**config.mk**
```make
export PLATFORM = sky130hd
export DESIGN_NAME = poe_back
export DESIGN_NICKNAME = d
export VERILOG_FILES = /design/src/design/poe_pkg.sv /design/src/design/poe_div.sv /design/src/design/poe_sqrt.sv /design/src/design/poe_back.sv
export SDC_FILE = /design/constraint.sdc
export NUM_CORES = 2
export LEC_CHECK = 0
export BUFFER_PORTS_ARGS = -buffer_cell sky130_fd_sc_hd__buf_2
export CORE_MARGIN = 4
export CORE_UTILIZATION = 70
export DETAILED_ROUTE_END_ITERATION = 8
export MAX_ROUTING_LAYER = met4
export PLACE_DENSITY_LB_ADDON = 0.25
export SLEW_MARGIN = 15
export SYNTH_ARGS = -nofsm -noshare
export SYNTH_HDL_FRONTEND = slang
export SYNTH_HIERARCHICAL = 1
export SYNTH_SLANG_ARGS = --single-unit
```
**constraint.sdc**
```tcl
create_clock -name clk -period 26.2 [get_ports clk]
set_input_delay 3.93 -clock clk [delete_from_list [all_inputs] [get_ports clk]]
set_output_delay 3.93 -clock clk [all_outputs]
set_load 0.03 [all_outputs]
```
**src/design/poe_pkg.sv**
```systemverilog
// Types, constants and helper functions of the polygon offset block.
// No dependencies; the divider, square root, front, back, top and checker refer to it by scoped names.
`default_nettype none

package poe_pkg;

    localparam int COORD_W = 24;
    localparam int DIST_W = 8;
    localparam int DIV_NUM_W = 48;
    localparam int DIV_DEN_W = 32;
    localparam int DIV_STEPS = 48;
    localparam int SQRT_IN_W = 52;
    localparam int SQRT_OUT_W = 26;
    localparam int SQRT_STEPS = 26;

    localparam logic [1:0] STATUS_OK       = 2'd0;
    localparam logic [1:0] STATUS_DEGEN    = 2'd1;
    localparam logic [1:0] STATUS_OVERFLOW = 2'd2;

    localparam logic signed [49:0] CMAX = 50'sd8388607;
    localparam logic signed [49:0] CMIN = -50'sd8388608;

    // While the larger magnitude is below this, both are doubled before the square root.
    localparam logic [24:0] NORM_MIN = 25'd8388608;

    typedef struct packed {
        logic signed [COORD_W-1:0] out_x;
        logic signed [COORD_W-1:0] out_y;
        logic                      last_out;
        logic [1:0]                status;
    } poe_result_t;

    typedef enum logic [4:0] {
        B_IDLE,
        B_RDA,
        B_RDB,
        B_RDW,
        B_U_START,
        B_U_NORM,
        B_U_SQ1,
        B_U_SQ2,
        B_U_SQRT,
        B_U_DIVX,
        B_U_DIVY,
        B_PREV_DONE,
        B_CUR_DONE,
        B_O_DONE,
        B_DOT1,
        B_DOT2,
        B_OFS_X,
        B_OFS_Y,
        B_EMIT
    } poe_bstate_t;

    typedef enum logic [1:0] {
        RET_PREV,
        RET_CUR,
        RET_O
    } poe_ret_t;

    function automatic logic signed [COORD_W-1:0] sat24(input logic signed [49:0] v);
        logic signed [COORD_W-1:0] r;
        if (v > CMAX)
        begin
            r = 24'sh7FFFFF;
        end
        else if (v < CMIN)
        begin
            r = 24'sh800000;
        end
        else
        begin
            r = v[COORD_W-1:0];
        end
        return r;
    endfunction

endpackage

`default_nettype wire

```
**src/design/poe_div.sv**
```systemverilog
// Restoring unsigned divider, one quotient bit per cycle.
// Depends on poe_pkg for the operand widths and step count.
`default_nettype none

module poe_div (
    input  wire logic                            clk,
    input  wire logic                            rst_n,
    input  wire logic                            start,
    input  wire logic [poe_pkg::DIV_NUM_W-1:0]   num,
    input  wire logic [poe_pkg::DIV_DEN_W-1:0]   den,
    output logic                                 done,
    output logic      [poe_pkg::DIV_NUM_W-1:0]   quo
);

    localparam int NW = poe_pkg::DIV_NUM_W;
    localparam int DW = poe_pkg::DIV_DEN_W;

    logic          busy_reg, busy_next;
    logic          done_reg, done_next;
    logic [5:0]    cnt_reg, cnt_next;
    logic [NW-1:0] num_reg, num_next;
    logic [NW-1:0] quo_reg, quo_next;
    logic [DW-1:0] den_reg, den_next;
    logic [DW-1:0] rem_reg, rem_next;
    logic [DW:0]   rem_w;

    always_comb
    begin
        busy_next = busy_reg;
        done_next = 1'b0;
        cnt_next  = cnt_reg;
        num_next  = num_reg;
        quo_next  = quo_reg;
        den_next  = den_reg;
        rem_next  = rem_reg;
        rem_w     = {rem_reg, num_reg[NW-1]};
        if (start)
        begin
            busy_next = 1'b1;
            cnt_next  = '0;
            num_next  = num;
            den_next  = den;
            rem_next  = '0;
            quo_next  = '0;
        end
        else if (busy_reg)
        begin
            num_next = {num_reg[NW-2:0], 1'b0};
            if (rem_w >= {1'b0, den_reg})
            begin
                rem_next = DW'(rem_w - {1'b0, den_reg});
                quo_next = {quo_reg[NW-2:0], 1'b1};
            end
            else
            begin
                rem_next = rem_w[DW-1:0];
                quo_next = {quo_reg[NW-2:0], 1'b0};
            end
            if (cnt_reg == 6'(poe_pkg::DIV_STEPS - 1))
            begin
                busy_next = 1'b0;
                done_next = 1'b1;
            end
            else
            begin
                cnt_next = cnt_reg + 1'b1;
            end
        end
        done = done_reg;
        quo  = quo_reg;
    end

    always_ff @(posedge clk or negedge rst_n)
    begin
        if (!rst_n)
        begin
            busy_reg <= 1'b0;
            done_reg <= 1'b0;
            cnt_reg  <= '0;
        end
        else
        begin
            busy_reg <= busy_next;
            done_reg <= done_next;
            cnt_reg  <= cnt_next;
        end
    end

    always_ff @(posedge clk)
    begin
        num_reg <= num_next;
        quo_reg <= quo_next;
        den_reg <= den_next;
        rem_reg <= rem_next;
    end

endmodule

`default_nettype wire

```
**src/design/poe_sqrt.sv**
```systemverilog
// Floor integer square root, one result bit per cycle.
// Depends on poe_pkg for the operand widths and step count.
`default_nettype none

module poe_sqrt (
    input  wire logic                             clk,
    input  wire logic                             rst_n,
    input  wire logic                             start,
    input  wire logic [poe_pkg::SQRT_IN_W-1:0]    rad,
    output logic                                  done,
    output logic      [poe_pkg::SQRT_OUT_W-1:0]   root
);

    localparam int IW = poe_pkg::SQRT_IN_W;
    localparam int OW = poe_pkg::SQRT_OUT_W;

    logic          busy_reg, busy_next;
    logic          done_reg, done_next;
    logic [4:0]    cnt_reg, cnt_next;
    logic [IW-1:0] rad_reg, rad_next;
    logic [OW-1:0] root_reg, root_next;
    logic [OW+1:0] rem_reg, rem_next;
    logic [OW+3:0] rem_w;
    logic [OW+3:0] trial;

    always_comb
    begin
        busy_next = busy_reg;
        done_next = 1'b0;
        cnt_next  = cnt_reg;
        rad_next  = rad_reg;
        root_next = root_reg;
        rem_next  = rem_reg;
        rem_w     = {rem_reg, rad_reg[IW-1:IW-2]};
        trial     = {2'b00, root_reg, 2'b01};
        if (start)
        begin
            busy_next = 1'b1;
            cnt_next  = '0;
            rad_next  = rad;
            root_next = '0;
            rem_next  = '0;
        end
        else if (busy_reg)
        begin
            rad_next = {rad_reg[IW-3:0], 2'b00};
            if (rem_w >= trial)
            begin
                rem_next  = (OW + 2)'(rem_w - trial);
                root_next = {root_reg[OW-2:0], 1'b1};
            end
            else
            begin
                rem_next  = rem_w[OW+1:0];
                root_next = {root_reg[OW-2:0], 1'b0};
            end
            if (cnt_reg == 5'(poe_pkg::SQRT_STEPS - 1))
            begin
                busy_next = 1'b0;
                done_next = 1'b1;
            end
            else
            begin
                cnt_next = cnt_reg + 1'b1;
            end
        end
        done = done_reg;
        root = root_reg;
    end

    always_ff @(posedge clk or negedge rst_n)
    begin
        if (!rst_n)
        begin
            busy_reg <= 1'b0;
            done_reg <= 1'b0;
            cnt_reg  <= '0;
        end
        else
        begin
            busy_reg <= busy_next;
            done_reg <= done_next;
            cnt_reg  <= cnt_next;
        end
    end

    always_ff @(posedge clk)
    begin
        rad_reg  <= rad_next;
        root_reg <= root_next;
        rem_reg  <= rem_next;
    end

endmodule

`default_nettype wire

```
**src/design/poe_back.sv**
```systemverilog
// Back end: for each stored vertex computes edge unit vectors, the miter
// direction and the offset, on one shared divider and square root unit.
// Depends on poe_pkg, poe_div and poe_sqrt.
`default_nettype none

module poe_back #(
    parameter int MAX_POINTS = 64
) (
    input  wire logic                                clk,
    input  wire logic                                rst_n,
    input  wire logic                                job_empty,
    input  wire logic [$clog2(MAX_POINTS+1):0]       job_data,
    output logic                                     job_pop,
    output logic [$clog2(MAX_POINTS)-1:0]            ram_raddr,
    input  wire logic [2*poe_pkg::COORD_W-1:0]       ram_rdata,
    input  wire logic [poe_pkg::DIST_W-1:0]          offset_distance,
    input  wire logic                                res_full,
    output logic                                     res_push,
    output poe_pkg::poe_result_t                     res_data,
    output logic                                     done
);

    localparam int AW = $clog2(MAX_POINTS);
    localparam int CW = $clog2(MAX_POINTS + 1);

    poe_pkg::poe_bstate_t state_reg, state_next;
    poe_pkg::poe_ret_t    ret_reg, ret_next;

    logic [CW-1:0] n_reg, n_next;
    logic          ovf_reg, ovf_next;
    logic [AW-1:0] i_reg, i_next;
    logic [AW-1:0] a_reg, a_next;
    logic [AW-1:0] b_reg, b_next;
    logic          launched_reg, launched_next;

    logic signed [23:0] pa_x_reg, pa_x_next, pa_y_reg, pa_y_next;
    logic signed [25:0] vin_x_reg, vin_x_next, vin_y_reg, vin_y_next;
    logic               sx_reg, sx_next, sy_reg, sy_next;
    logic [24:0]        ax_reg, ax_next, ay_reg, ay_next;
    logic [51:0]        sq_reg, sq_next;
    logic [25:0]        m_reg, m_next;
    logic [16:0]        qx_reg, qx_next;
    logic               uok_reg, uok_next;
    logic signed [16:0] ux_reg, ux_next, uy_reg, uy_next;
    logic               prev_ok_reg, prev_ok_next;
    logic signed [16:0] prev_ux_reg, prev_ux_next, prev_uy_reg, prev_uy_next;
    logic               cur_ok_reg, cur_ok_next;
    logic signed [16:0] cur_ux_reg, cur_ux_next, cur_uy_reg, cur_uy_next;
    logic signed [16:0] ox_reg, ox_next, oy_reg, oy_next;
    logic signed [34:0] dot_reg, dot_next;
    logic signed [23:0] out_x_reg, out_x_next, out_y_reg, out_y_next;
    logic [1:0]         st_reg, st_next;

    logic               div_start, div_done;
    logic [47:0]        div_num, div_quo;
    logic [31:0]        div_den;
    logic               sqrt_start, sqrt_done;
    logic [25:0]        sqrt_root;

    logic [24:0]        sq_op;
    logic [49:0]        sq_prod;
    logic signed [16:0] dm_a, dm_b;
    logic signed [33:0] dprod;
    logic signed [16:0] oc;
    logic signed [25:0] pm;
    logic [24:0]        apm;
    logic [34:0]        adot_w;
    logic [31:0]        adot;
    logic               off_neg;
    logic signed [49:0] off_val, sum_val, base_val;
    logic signed [17:0] vsum_x, vsum_y;
    logic signed [25:0] diff_x, diff_y;
    logic [24:0]        amax;
    logic [CW-1:0]      ip1, ip2;
    logic [CW-1:0]      nm1;
    logic               is_last;
    poe_pkg::poe_bstate_t ret_state;

    poe_div u_div (
        .clk   (clk),
        .rst_n (rst_n),
        .start (div_start),
        .num   (div_num),
        .den   (div_den),
        .done  (div_done),
        .quo   (div_quo)
    );

    poe_sqrt u_sqrt (
        .clk   (clk),
        .rst_n (rst_n),
        .start (sqrt_start),
        .rad   (sq_reg),
        .done  (sqrt_done),
        .root  (sqrt_root)
    );

    // Shared datapath pieces; which operands they see depends on the state.
    always_comb
    begin
        sq_op   = (state_reg == poe_pkg::B_U_SQ1) ? ax_reg : ay_reg;
        sq_prod = sq_op * sq_op;
        dm_a    = (state_reg == poe_pkg::B_DOT1) ? cur_uy_reg : cur_ux_reg;
        dm_b    = (state_reg == poe_pkg::B_DOT1) ? ox_reg : oy_reg;
        dprod   = dm_a * dm_b;
        oc      = (state_reg == poe_pkg::B_OFS_X) ? ox_reg : oy_reg;
        pm      = oc * $signed({1'b0, offset_distance});
        apm     = pm[25] ? 25'(-pm) : 25'(pm);
        adot_w  = dot_reg[34] ? 35'(-dot_reg) : 35'(dot_reg);
        adot    = adot_w[31:0];
        off_neg = (pm[25] != dot_reg[34]);
        off_val = off_neg ? -$signed({2'b00, div_quo}) : $signed({2'b00, div_quo});
        base_val = (state_reg == poe_pkg::B_OFS_X) ? 50'(pa_x_reg) : 50'(pa_y_reg);
        sum_val = base_val + off_val;
        vsum_x  = 18'(ux_reg) + 18'(prev_ux_reg);
        vsum_y  = 18'(uy_reg) + 18'(prev_uy_reg);
        diff_x  = 26'($signed(ram_rdata[47:24])) - 26'(pa_x_reg);
        diff_y  = 26'($signed(ram_rdata[23:0])) - 26'(pa_y_reg);
        amax    = (ax_reg > ay_reg) ? ax_reg : ay_reg;
        ip1     = CW'(i_reg) + 1'b1;
        ip2     = CW'(i_reg) + 2'd2;
        nm1     = CW'(job_data[CW-1:0] - 1'b1);
        is_last = (ip1 == n_reg);

        unique case (state_reg)
            poe_pkg::B_U_DIVX:
            begin
                div_num = {8'b0, ax_reg, 15'b0} + {22'b0, m_reg[25:1]};
                div_den = {6'b0, m_reg};
            end
            poe_pkg::B_U_DIVY:
            begin
                div_num = {8'b0, ay_reg, 15'b0} + {22'b0, m_reg[25:1]};
                div_den = {6'b0, m_reg};
            end
            default:
            begin
                div_num = {apm, 23'b0} + {17'b0, adot[31:1]};
                div_den = adot;
            end
        endcase

        unique case (ret_reg)
            poe_pkg::RET_PREV: ret_state = poe_pkg::B_PREV_DONE;
            poe_pkg::RET_CUR:  ret_state = poe_pkg::B_CUR_DONE;
            poe_pkg::RET_O:    ret_state = poe_pkg::B_O_DONE;
            default:           ret_state = poe_pkg::B_IDLE;
        endcase
    end

    always_comb
    begin
        state_next    = state_reg;
        ret_next      = ret_reg;
        n_next        = n_reg;
        ovf_next      = ovf_reg;
        i_next        = i_reg;
        a_next        = a_reg;
        b_next        = b_reg;
        launched_next = launched_reg;
        pa_x_next     = pa_x_reg;
        pa_y_next     = pa_y_reg;
        vin_x_next    = vin_x_reg;
        vin_y_next    = vin_y_reg;
        sx_next       = sx_reg;
        sy_next       = sy_reg;
        ax_next       = ax_reg;
        ay_next       = ay_reg;
        sq_next       = sq_reg;
        m_next        = m_reg;
        qx_next       = qx_reg;
        uok_next      = uok_reg;
        ux_next       = ux_reg;
        uy_next       = uy_reg;
        prev_ok_next  = prev_ok_reg;
        prev_ux_next  = prev_ux_reg;
        prev_uy_next  = prev_uy_reg;
        cur_ok_next   = cur_ok_reg;
        cur_ux_next   = cur_ux_reg;
        cur_uy_next   = cur_uy_reg;
        ox_next       = ox_reg;
        oy_next       = oy_reg;
        dot_next      = dot_reg;
        out_x_next    = out_x_reg;
        out_y_next    = out_y_reg;
        st_next       = st_reg;
        job_pop       = 1'b0;
        div_start     = 1'b0;
        sqrt_start    = 1'b0;
        res_push      = 1'b0;
        done          = 1'b0;
        ram_raddr     = (state_reg == poe_pkg::B_RDA) ? a_reg : b_reg;

        res_data.out_x    = out_x_reg;
        res_data.out_y    = out_y_reg;
        res_data.last_out = is_last;
        res_data.status   = ovf_reg ? poe_pkg::STATUS_OVERFLOW : st_reg;

        unique case (state_reg)
            poe_pkg::B_IDLE:
            begin
                if (!job_empty)
                begin
                    // Start with the closing edge, from the last vertex to the first.
                    job_pop    = 1'b1;
                    n_next     = job_data[CW-1:0];
                    ovf_next   = job_data[CW];
                    i_next     = '0;
                    a_next     = nm1[AW-1:0];
                    b_next     = '0;
                    ret_next   = poe_pkg::RET_PREV;
                    state_next = poe_pkg::B_RDA;
                end
            end
            poe_pkg::B_RDA:
            begin
                state_next = poe_pkg::B_RDB;
            end
            poe_pkg::B_RDB:
            begin
                pa_x_next  = $signed(ram_rdata[47:24]);
                pa_y_next  = $signed(ram_rdata[23:0]);
                state_next = poe_pkg::B_RDW;
            end
            poe_pkg::B_RDW:
            begin
                vin_x_next = diff_x;
                vin_y_next = diff_y;
                state_next = poe_pkg::B_U_START;
            end
            poe_pkg::B_U_START:
            begin
                sx_next = vin_x_reg[25];
                sy_next = vin_y_reg[25];
                ax_next = vin_x_reg[25] ? 25'(-vin_x_reg) : 25'(vin_x_reg);
                ay_next = vin_y_reg[25] ? 25'(-vin_y_reg) : 25'(vin_y_reg);
                if (vin_x_reg == '0 && vin_y_reg == '0)
                begin
                    uok_next   = 1'b0;
                    state_next = ret_state;
                end
                else
                begin
                    state_next = poe_pkg::B_U_NORM;
                end
            end
            poe_pkg::B_U_NORM:
            begin
                if (amax < poe_pkg::NORM_MIN)
                begin
                    ax_next = {ax_reg[23:0], 1'b0};
                    ay_next = {ay_reg[23:0], 1'b0};
                end
                else
                begin
                    state_next = poe_pkg::B_U_SQ1;
                end
            end
            poe_pkg::B_U_SQ1:
            begin
                sq_next    = {2'b00, sq_prod};
                state_next = poe_pkg::B_U_SQ2;
            end
            poe_pkg::B_U_SQ2:
            begin
                sq_next    = sq_reg + {2'b00, sq_prod};
                state_next = poe_pkg::B_U_SQRT;
            end
            poe_pkg::B_U_SQRT:
            begin
                if (!launched_reg)
                begin
                    sqrt_start    = 1'b1;
                    launched_next = 1'b1;
                end
                else if (sqrt_done)
                begin
                    launched_next = 1'b0;
                    m_next        = sqrt_root;
                    state_next    = poe_pkg::B_U_DIVX;
                end
            end
            poe_pkg::B_U_DIVX:
            begin
                if (!launched_reg)
                begin
                    div_start     = 1'b1;
                    launched_next = 1'b1;
                end
                else if (div_done)
                begin
                    launched_next = 1'b0;
                    qx_next       = div_quo[16:0];
                    state_next    = poe_pkg::B_U_DIVY;
                end
            end
            poe_pkg::B_U_DIVY:
            begin
                if (!launched_reg)
                begin
                    div_start     = 1'b1;
                    launched_next = 1'b1;
                end
                else if (div_done)
                begin
                    launched_next = 1'b0;
                    ux_next  = sx_reg ? -$signed(qx_reg) : $signed(qx_reg);
                    uy_next  = sy_reg ? -$signed(div_quo[16:0]) : $signed(div_quo[16:0]);
                    uok_next = 1'b1;
                    state_next = ret_state;
                end
            end
            poe_pkg::B_PREV_DONE:
            begin
                prev_ok_next = uok_reg;
                prev_ux_next = ux_reg;
                prev_uy_next = uy_reg;
                a_next       = i_reg;
                b_next       = (ip1 == n_reg) ? '0 : ip1[AW-1:0];
                ret_next     = poe_pkg::RET_CUR;
                state_next   = poe_pkg::B_RDA;
            end
            poe_pkg::B_CUR_DONE:
            begin
                cur_ok_next = uok_reg;
                cur_ux_next = ux_reg;
                cur_uy_next = uy_reg;
                out_x_next  = pa_x_reg;
                out_y_next  = pa_y_reg;
                st_next     = poe_pkg::STATUS_DEGEN;
                if (uok_reg && prev_ok_reg)
                begin
                    // Miter direction is the perpendicular of the summed unit edges.
                    vin_x_next = 26'(vsum_y);
                    vin_y_next = 26'(-vsum_x);
                    ret_next   = poe_pkg::RET_O;
                    state_next = poe_pkg::B_U_START;
                end
                else
                begin
                    state_next = poe_pkg::B_EMIT;
                end
            end
            poe_pkg::B_O_DONE:
            begin
                ox_next = ux_reg;
                oy_next = uy_reg;
                state_next = uok_reg ? poe_pkg::B_DOT1 : poe_pkg::B_EMIT;
            end
            poe_pkg::B_DOT1:
            begin
                dot_next   = 35'(dprod);
                state_next = poe_pkg::B_DOT2;
            end
            poe_pkg::B_DOT2:
            begin
                dot_next   = dot_reg - 35'(dprod);
                state_next = poe_pkg::B_OFS_X;
            end
            poe_pkg::B_OFS_X:
            begin
                if (!launched_reg)
                begin
                    if (dot_reg == '0)
                    begin
                        state_next = poe_pkg::B_EMIT;
                    end
                    else
                    begin
                        div_start     = 1'b1;
                        launched_next = 1'b1;
                    end
                end
                else if (div_done)
                begin
                    launched_next = 1'b0;
                    out_x_next    = poe_pkg::sat24(sum_val);
                    state_next    = poe_pkg::B_OFS_Y;
                end
            end
            poe_pkg::B_OFS_Y:
            begin
                if (!launched_reg)
                begin
                    div_start     = 1'b1;
                    launched_next = 1'b1;
                end
                else if (div_done)
                begin
                    launched_next = 1'b0;
                    out_y_next    = poe_pkg::sat24(sum_val);
                    st_next       = poe_pkg::STATUS_OK;
                    state_next    = poe_pkg::B_EMIT;
                end
            end
            poe_pkg::B_EMIT:
            begin
                if (!res_full)
                begin
                    res_push     = 1'b1;
                    prev_ok_next = cur_ok_reg;
                    prev_ux_next = cur_ux_reg;
                    prev_uy_next = cur_uy_reg;
                    if (is_last)
                    begin
                        done       = 1'b1;
                        state_next = poe_pkg::B_IDLE;
                    end
                    else
                    begin
                        i_next     = ip1[AW-1:0];
                        a_next     = ip1[AW-1:0];
                        b_next     = (ip2 == n_reg) ? '0 : ip2[AW-1:0];
                        ret_next   = poe_pkg::RET_CUR;
                        state_next = poe_pkg::B_RDA;
                    end
                end
            end
            default:
            begin
                state_next = poe_pkg::B_IDLE;
            end
        endcase
    end

    always_ff @(posedge clk or negedge rst_n)
    begin
        if (!rst_n)
        begin
            state_reg    <= poe_pkg::B_IDLE;
            ret_reg      <= poe_pkg::RET_PREV;
            launched_reg <= 1'b0;
        end
        else
        begin
            state_reg    <= state_next;
            ret_reg      <= ret_next;
            launched_reg <= launched_next;
        end
    end

    always_ff @(posedge clk)
    begin
        n_reg       <= n_next;
        ovf_reg     <= ovf_next;
        i_reg       <= i_next;
        a_reg       <= a_next;
        b_reg       <= b_next;
        pa_x_reg    <= pa_x_next;
        pa_y_reg    <= pa_y_next;
        vin_x_reg   <= vin_x_next;
        vin_y_reg   <= vin_y_next;
        sx_reg      <= sx_next;
        sy_reg      <= sy_next;
        ax_reg      <= ax_next;
        ay_reg      <= ay_next;
        sq_reg      <= sq_next;
        m_reg       <= m_next;
        qx_reg      <= qx_next;
        uok_reg     <= uok_next;
        ux_reg      <= ux_next;
        uy_reg      <= uy_next;
        prev_ok_reg <= prev_ok_next;
        prev_ux_reg <= prev_ux_next;
        prev_uy_reg <= prev_uy_next;
        cur_ok_reg  <= cur_ok_next;
        cur_ux_reg  <= cur_ux_next;
        cur_uy_reg  <= cur_uy_next;
        ox_reg      <= ox_next;
        oy_reg      <= oy_next;
        dot_reg     <= dot_next;
        out_x_reg   <= out_x_next;
        out_y_reg   <= out_y_next;
        st_reg      <= st_next;
    end

endmodule

`default_nettype wire

```
==> run_summary.xml <==
<?xml version="1.0" encoding="UTF-8"?>
<metrics>
  <group name="setup_path">
    <metric name="crit_slowest_cell" unit="">nand3_2</metric>
    <metric name="critical_path_required" unit="ps">26730</metric>
    <metric name="critPathMostFrequentCell" unit="">fa_1</metric>
    <metric name="kind_of_end_point_of_the_critical_path" unit="">flop</metric>
    <metric name="cp_top_family" unit="">compound AO/OA/AOI/OAI gates</metric>
    <metric name="cp.arrival" unit="ps">15070</metric>
    <metric name="critical_path.max_stage_delay" unit="ps">780</metric>
    <metric name="cp-start-kind" unit="">primary input</metric>
    <metric name="timing.reg2reg.setup_slack" unit="ps">12350</metric>
    <metric name="worstRegToRegCells" unit="">40</metric>
    <metric name="rr_endpoint" unit="">out_x_reg[1]</metric>
    <metric name="worstPathBufferInverterCount" unit="">5</metric>
    <metric name="timing.setup.critical_path_class" unit="">in -&gt; reg</metric>
    <metric name="r2r_start" unit="">state_reg[3]</metric>
    <metric name="critical_path.max_fanout" unit="">49</metric>
  </group>
  <group name="cts">
    <metric name="source_to_sink_clock_delay_at_the_later_pin_of_the_worst_skew_pair" unit="ps">720</metric>
    <metric name="total_of_cells_resized_after_clock_tree_synthesis" unit="">0</metric>
    <metric name="ctsRootBufferMaster" unit="">clkbuf_16</metric>
    <metric name="cts_htree_levels" unit="">3</metric>
    <metric name="max-clock-path-buffers" unit="">3</metric>
    <metric name="cts.sink_count" unit="">784</metric>
    <metric name="cts_made_buffers" unit="">87</metric>
    <metric name="cts-hold-fix-buffers" unit="">0</metric>
    <metric name="worst_setup_hold_path_clk_slew" unit="ps">60</metric>
    <metric name="cts_tree" unit="">built</metric>
    <metric name="post_cts.repair.setup_buffers" unit="">0</metric>
  </group>
  <group name="layout">
    <metric name="layout_stage_area_growth_over_the_synthesis_result" unit="%">5.905</metric>
    <metric name="fillers" unit="">8497</metric>
    <metric name="drive_gt1_frac" unit="">0.07636</metric>
    <metric name="num-nets-final" unit="">10760</metric>
  </group>
  <group name="synthesis">
    <metric name="yosys_most_used_dff" unit="">edfxtp_1</metric>
    <metric name="synthCells" unit="">9169</metric>
    <metric name="async_flop_share" unit="">0.02934</metric>
    <metric name="post_synth.cell_area_avg" unit="um2">9.377</metric>
    <metric name="synth_fp_nets" unit="">10780</metric>
    <metric name="synthMostInstantiatedCell" unit="">inv_1</metric>
    <metric name="synth_edf_count" unit="">627</metric>
    <metric name="post-synth-top-area-fraction" unit="">0.2190</metric>
    <metric name="synth_cell_types" unit="">119</metric>
    <metric name="syn_area" unit="um2">85980</metric>
    <metric name="yosysTopAreaCell" unit="">edfxtp_1</metric>
    <metric name="yosysSeqAreaShare" unit="">0.2569</metric>
    <metric name="synth-warning-count" unit="">6</metric>
    <metric name="synth.ff_latch_count" unit="">784</metric>
    <metric name="synthTopCellsByArea" unit="">edfxtp_1, fa_1, ha_1</metric>
    <metric name="most_frequent_cells_after_synthesis" unit="">inv_1, nand2_1, fa_1</metric>
  </group>
  <group name="sta">
    <metric name="setup_viol" unit="">0</metric>
    <metric name="timing.final.crit_share" unit="">0.5548</metric>
    <metric name="worst_pin_slew" unit="ps">1321</metric>
    <metric name="slew_headroom" unit="">0.09402</metric>
    <metric name="fin_tns_setup" unit="ps">0</metric>
    <metric name="clock-skew-final" unit="ps">38.90</metric>
    <metric name="fmax" unit="MHz">68.79</metric>
    <metric name="rsz0062_at_grt" unit="">false</metric>
    <metric name="finalCriticalPeriod" unit="ps">14540</metric>
    <metric name="finalMaxSlewViolations" unit="">0</metric>
    <metric name="finalHoldViolCount" unit="">0</metric>
  </group>
  <group name="die">
    <metric name="die_area" unit="um2">128500</metric>
    <metric name="io-pin-count" unit="">128</metric>
    <metric name="initial_core_util" unit="">0.7055</metric>
    <metric name="die_span_in_y" unit="um">358.5</metric>
    <metric name="die_w" unit="um">358.5</metric>
    <metric name="rows" unit="">128</metric>
    <metric name="core" unit="um2">121900</metric>
  </group>
  <group name="run_status">
    <metric name="outcome" unit="">finished with violations</metric>
    <metric name="failed_checks" unit="">design-rule violations</metric>
  </group>
  <group name="worst_hold_path">
    <metric name="hold_path.startpoint" unit="">u_sqrt/root[21]</metric>
    <metric name="hold_path_end" unit="">m_reg[21]</metric>
    <metric name="hold_class" unit="">reg -&gt; reg</metric>
    <metric name="min_path_cells" unit="">0</metric>
  </group>
  <group name="routing">
    <metric name="ant_nets" unit="">0</metric>
    <metric name="routed_wire_length_per_instance" unit="um">21.83</metric>
    <metric name="drtIter0Drc" unit="">6664</metric>
    <metric name="routed_via_density" unit="">6.281</metric>
    <metric name="detail_route.wirelength" unit="mm">236.9</metric>
    <metric name="vias" unit="">68160</metric>
    <metric name="route.detailed.drc" unit="">1</metric>
    <metric name="detailedRoute.firstPassIterationCount" unit="">9</metric>
  </group>
  <group name="grt">
    <metric name="grt_max_degree" unit="">95</metric>
    <metric name="grt_antenna_before_repair" unit="">9</metric>
    <metric name="globalRoute.totalOverflow" unit="">0</metric>
    <metric name="first_global_vias" unit="">69450</metric>
    <metric name="grt_first_pass_wirelength" unit="mm">373.5</metric>
    <metric name="global_route.usage.total" unit="">0.3811</metric>
  </group>
  <group name="placement">
    <metric name="numPortBuffers" unit="">127</metric>
    <metric name="gp_routability_congestion" unit="">0.9894</metric>
    <metric name="hpwlAfterDp" unit="mm">182.2</metric>
  </group>
  <group name="job">
    <metric name="maxCapViolCount" unit="">0</metric>
  </group>
</metrics>
per-stage QoR:
stage / cell area (um2) / utilization / hold slack (ps) / cells / worst slack (ps)
after floorplan: 85980 / - / 429.5 / 9169 / 13010
after global placement: 87920 / 0.7214 / 474.6 / 10690 / 11300
after detailed placement: 87920 / 0.7214 / 479.6 / 10690 / 11070
after CTS: 91010 / 0.7467 / 498.0 / 10850 / 11800
after global routing: 91050 / 0.7471 / 513.8 / 10850 / 11060
final: 91060 / 0.7471 / 497.5 / 10850 / 11660
cell families after synthesis:
kind of cell             synth area share
XOR/XNOR                          0.05734
AO/OA/AOI/OAI                      0.1241
adder cells (fa/ha/maj)            0.3017
flip-flops                         0.2569
AND/OR/NAND/NOR                    0.1436
multiplexers                      0.04249
buffers and inverters             0.07387
routing by layer:
layer | GRT usage | vias to the layer above | wire [um] | share of wire
li1 | - | 30850 | - | -
met1 | 0.4808 | 33220 | 91400 | 0.39
met2 | 0.6041 | 3334 | 110800 | 0.47
met3 | 0.07402 | 757 | 22350 | 0.094
met4 | 0.1663 | 0 | 12370 | 0.052
met5 | - | - | 0 | 0
cells in the final DEF (no fill, tap or decap), types with 25 or more instances in the layout:
cell,count
a211oi_1,86
a21boi_0,29
a21o_1,176
a21oi_1,382
a22oi_1,39
a31oi_1,38
and2_1,118
and3_1,51
buf_2,127
buf_4,76
clkbuf_16,92
dfxtp_1,134
edfxtp_1,627
fa_1,879
ha_1,667
inv_1,1280
mux2_2,164
mux2i_1,168
nand2_1,935
nand2_2,32
nand2b_1,75
nand3_1,137
nand3_2,32
nand4_1,70
nor2_1,833
nor2b_1,55
nor3_1,114
o211ai_1,31
o21a_1,86
o21ai_0,442
o21bai_1,49
o31ai_1,67
o41ai_1,27
or2_2,25
or3_1,53
xnor2_1,332
xor2_1,225
how the worst max path moves through the flow:
| stage | cells past startpoint | startpoint | end | slack [ps] |
|---|---|---|---|---|
| detailed placement | 36 | offset_distance[2] | out_x_reg[1] | 11070 |
| CTS | 36 | offset_distance[2] | out_x_reg[1] | 11800 |
| floorplan | 39 | offset_distance[2] | out_x_reg[17] | 13010 |
| finish | 36 | offset_distance[2] | out_x_reg[1] | 11660 |
| global placement | 36 | offset_distance[2] | out_x_reg[0] | 11300 |
| global route | 36 | offset_distance[2] | out_x_reg[1] | 11060 |
worst register-to-register path: cells and delay by family, from the launching register on:
family	cells	cell delay, ps
DFF	1	670
AOI/OAI and AO/OA	11	3420
adders and majority gates	6	2830
xor gates and xnor gates	3	1140
and+or+nand+nor	15	4220
buffers and inverters	5	1360
final cells by class:
| cell class | count | area, um2 | area share |
|---|---|---|---|
| clock buffers | 111 | 2434 | 0.02673 |
| clock inverters | 49 | 656.9 | 0.007214 |
| flip-flops and latches | 784 | 22090 | 0.2426 |
| well taps | 1625 | 2033 | 0.02233 |
| repair buffers | 203 | 1206 | 0.01325 |
| inverters | 1290 | 4842 | 0.05318 |
| multi-input cells | 6783 | 57780 | 0.6345 |
| diodes | 7 | 17.52 | 0.0001924 |
Power is not shown: default switching activity piles up to over one toggle a cycle in this logic, so the estimate is an artifact.
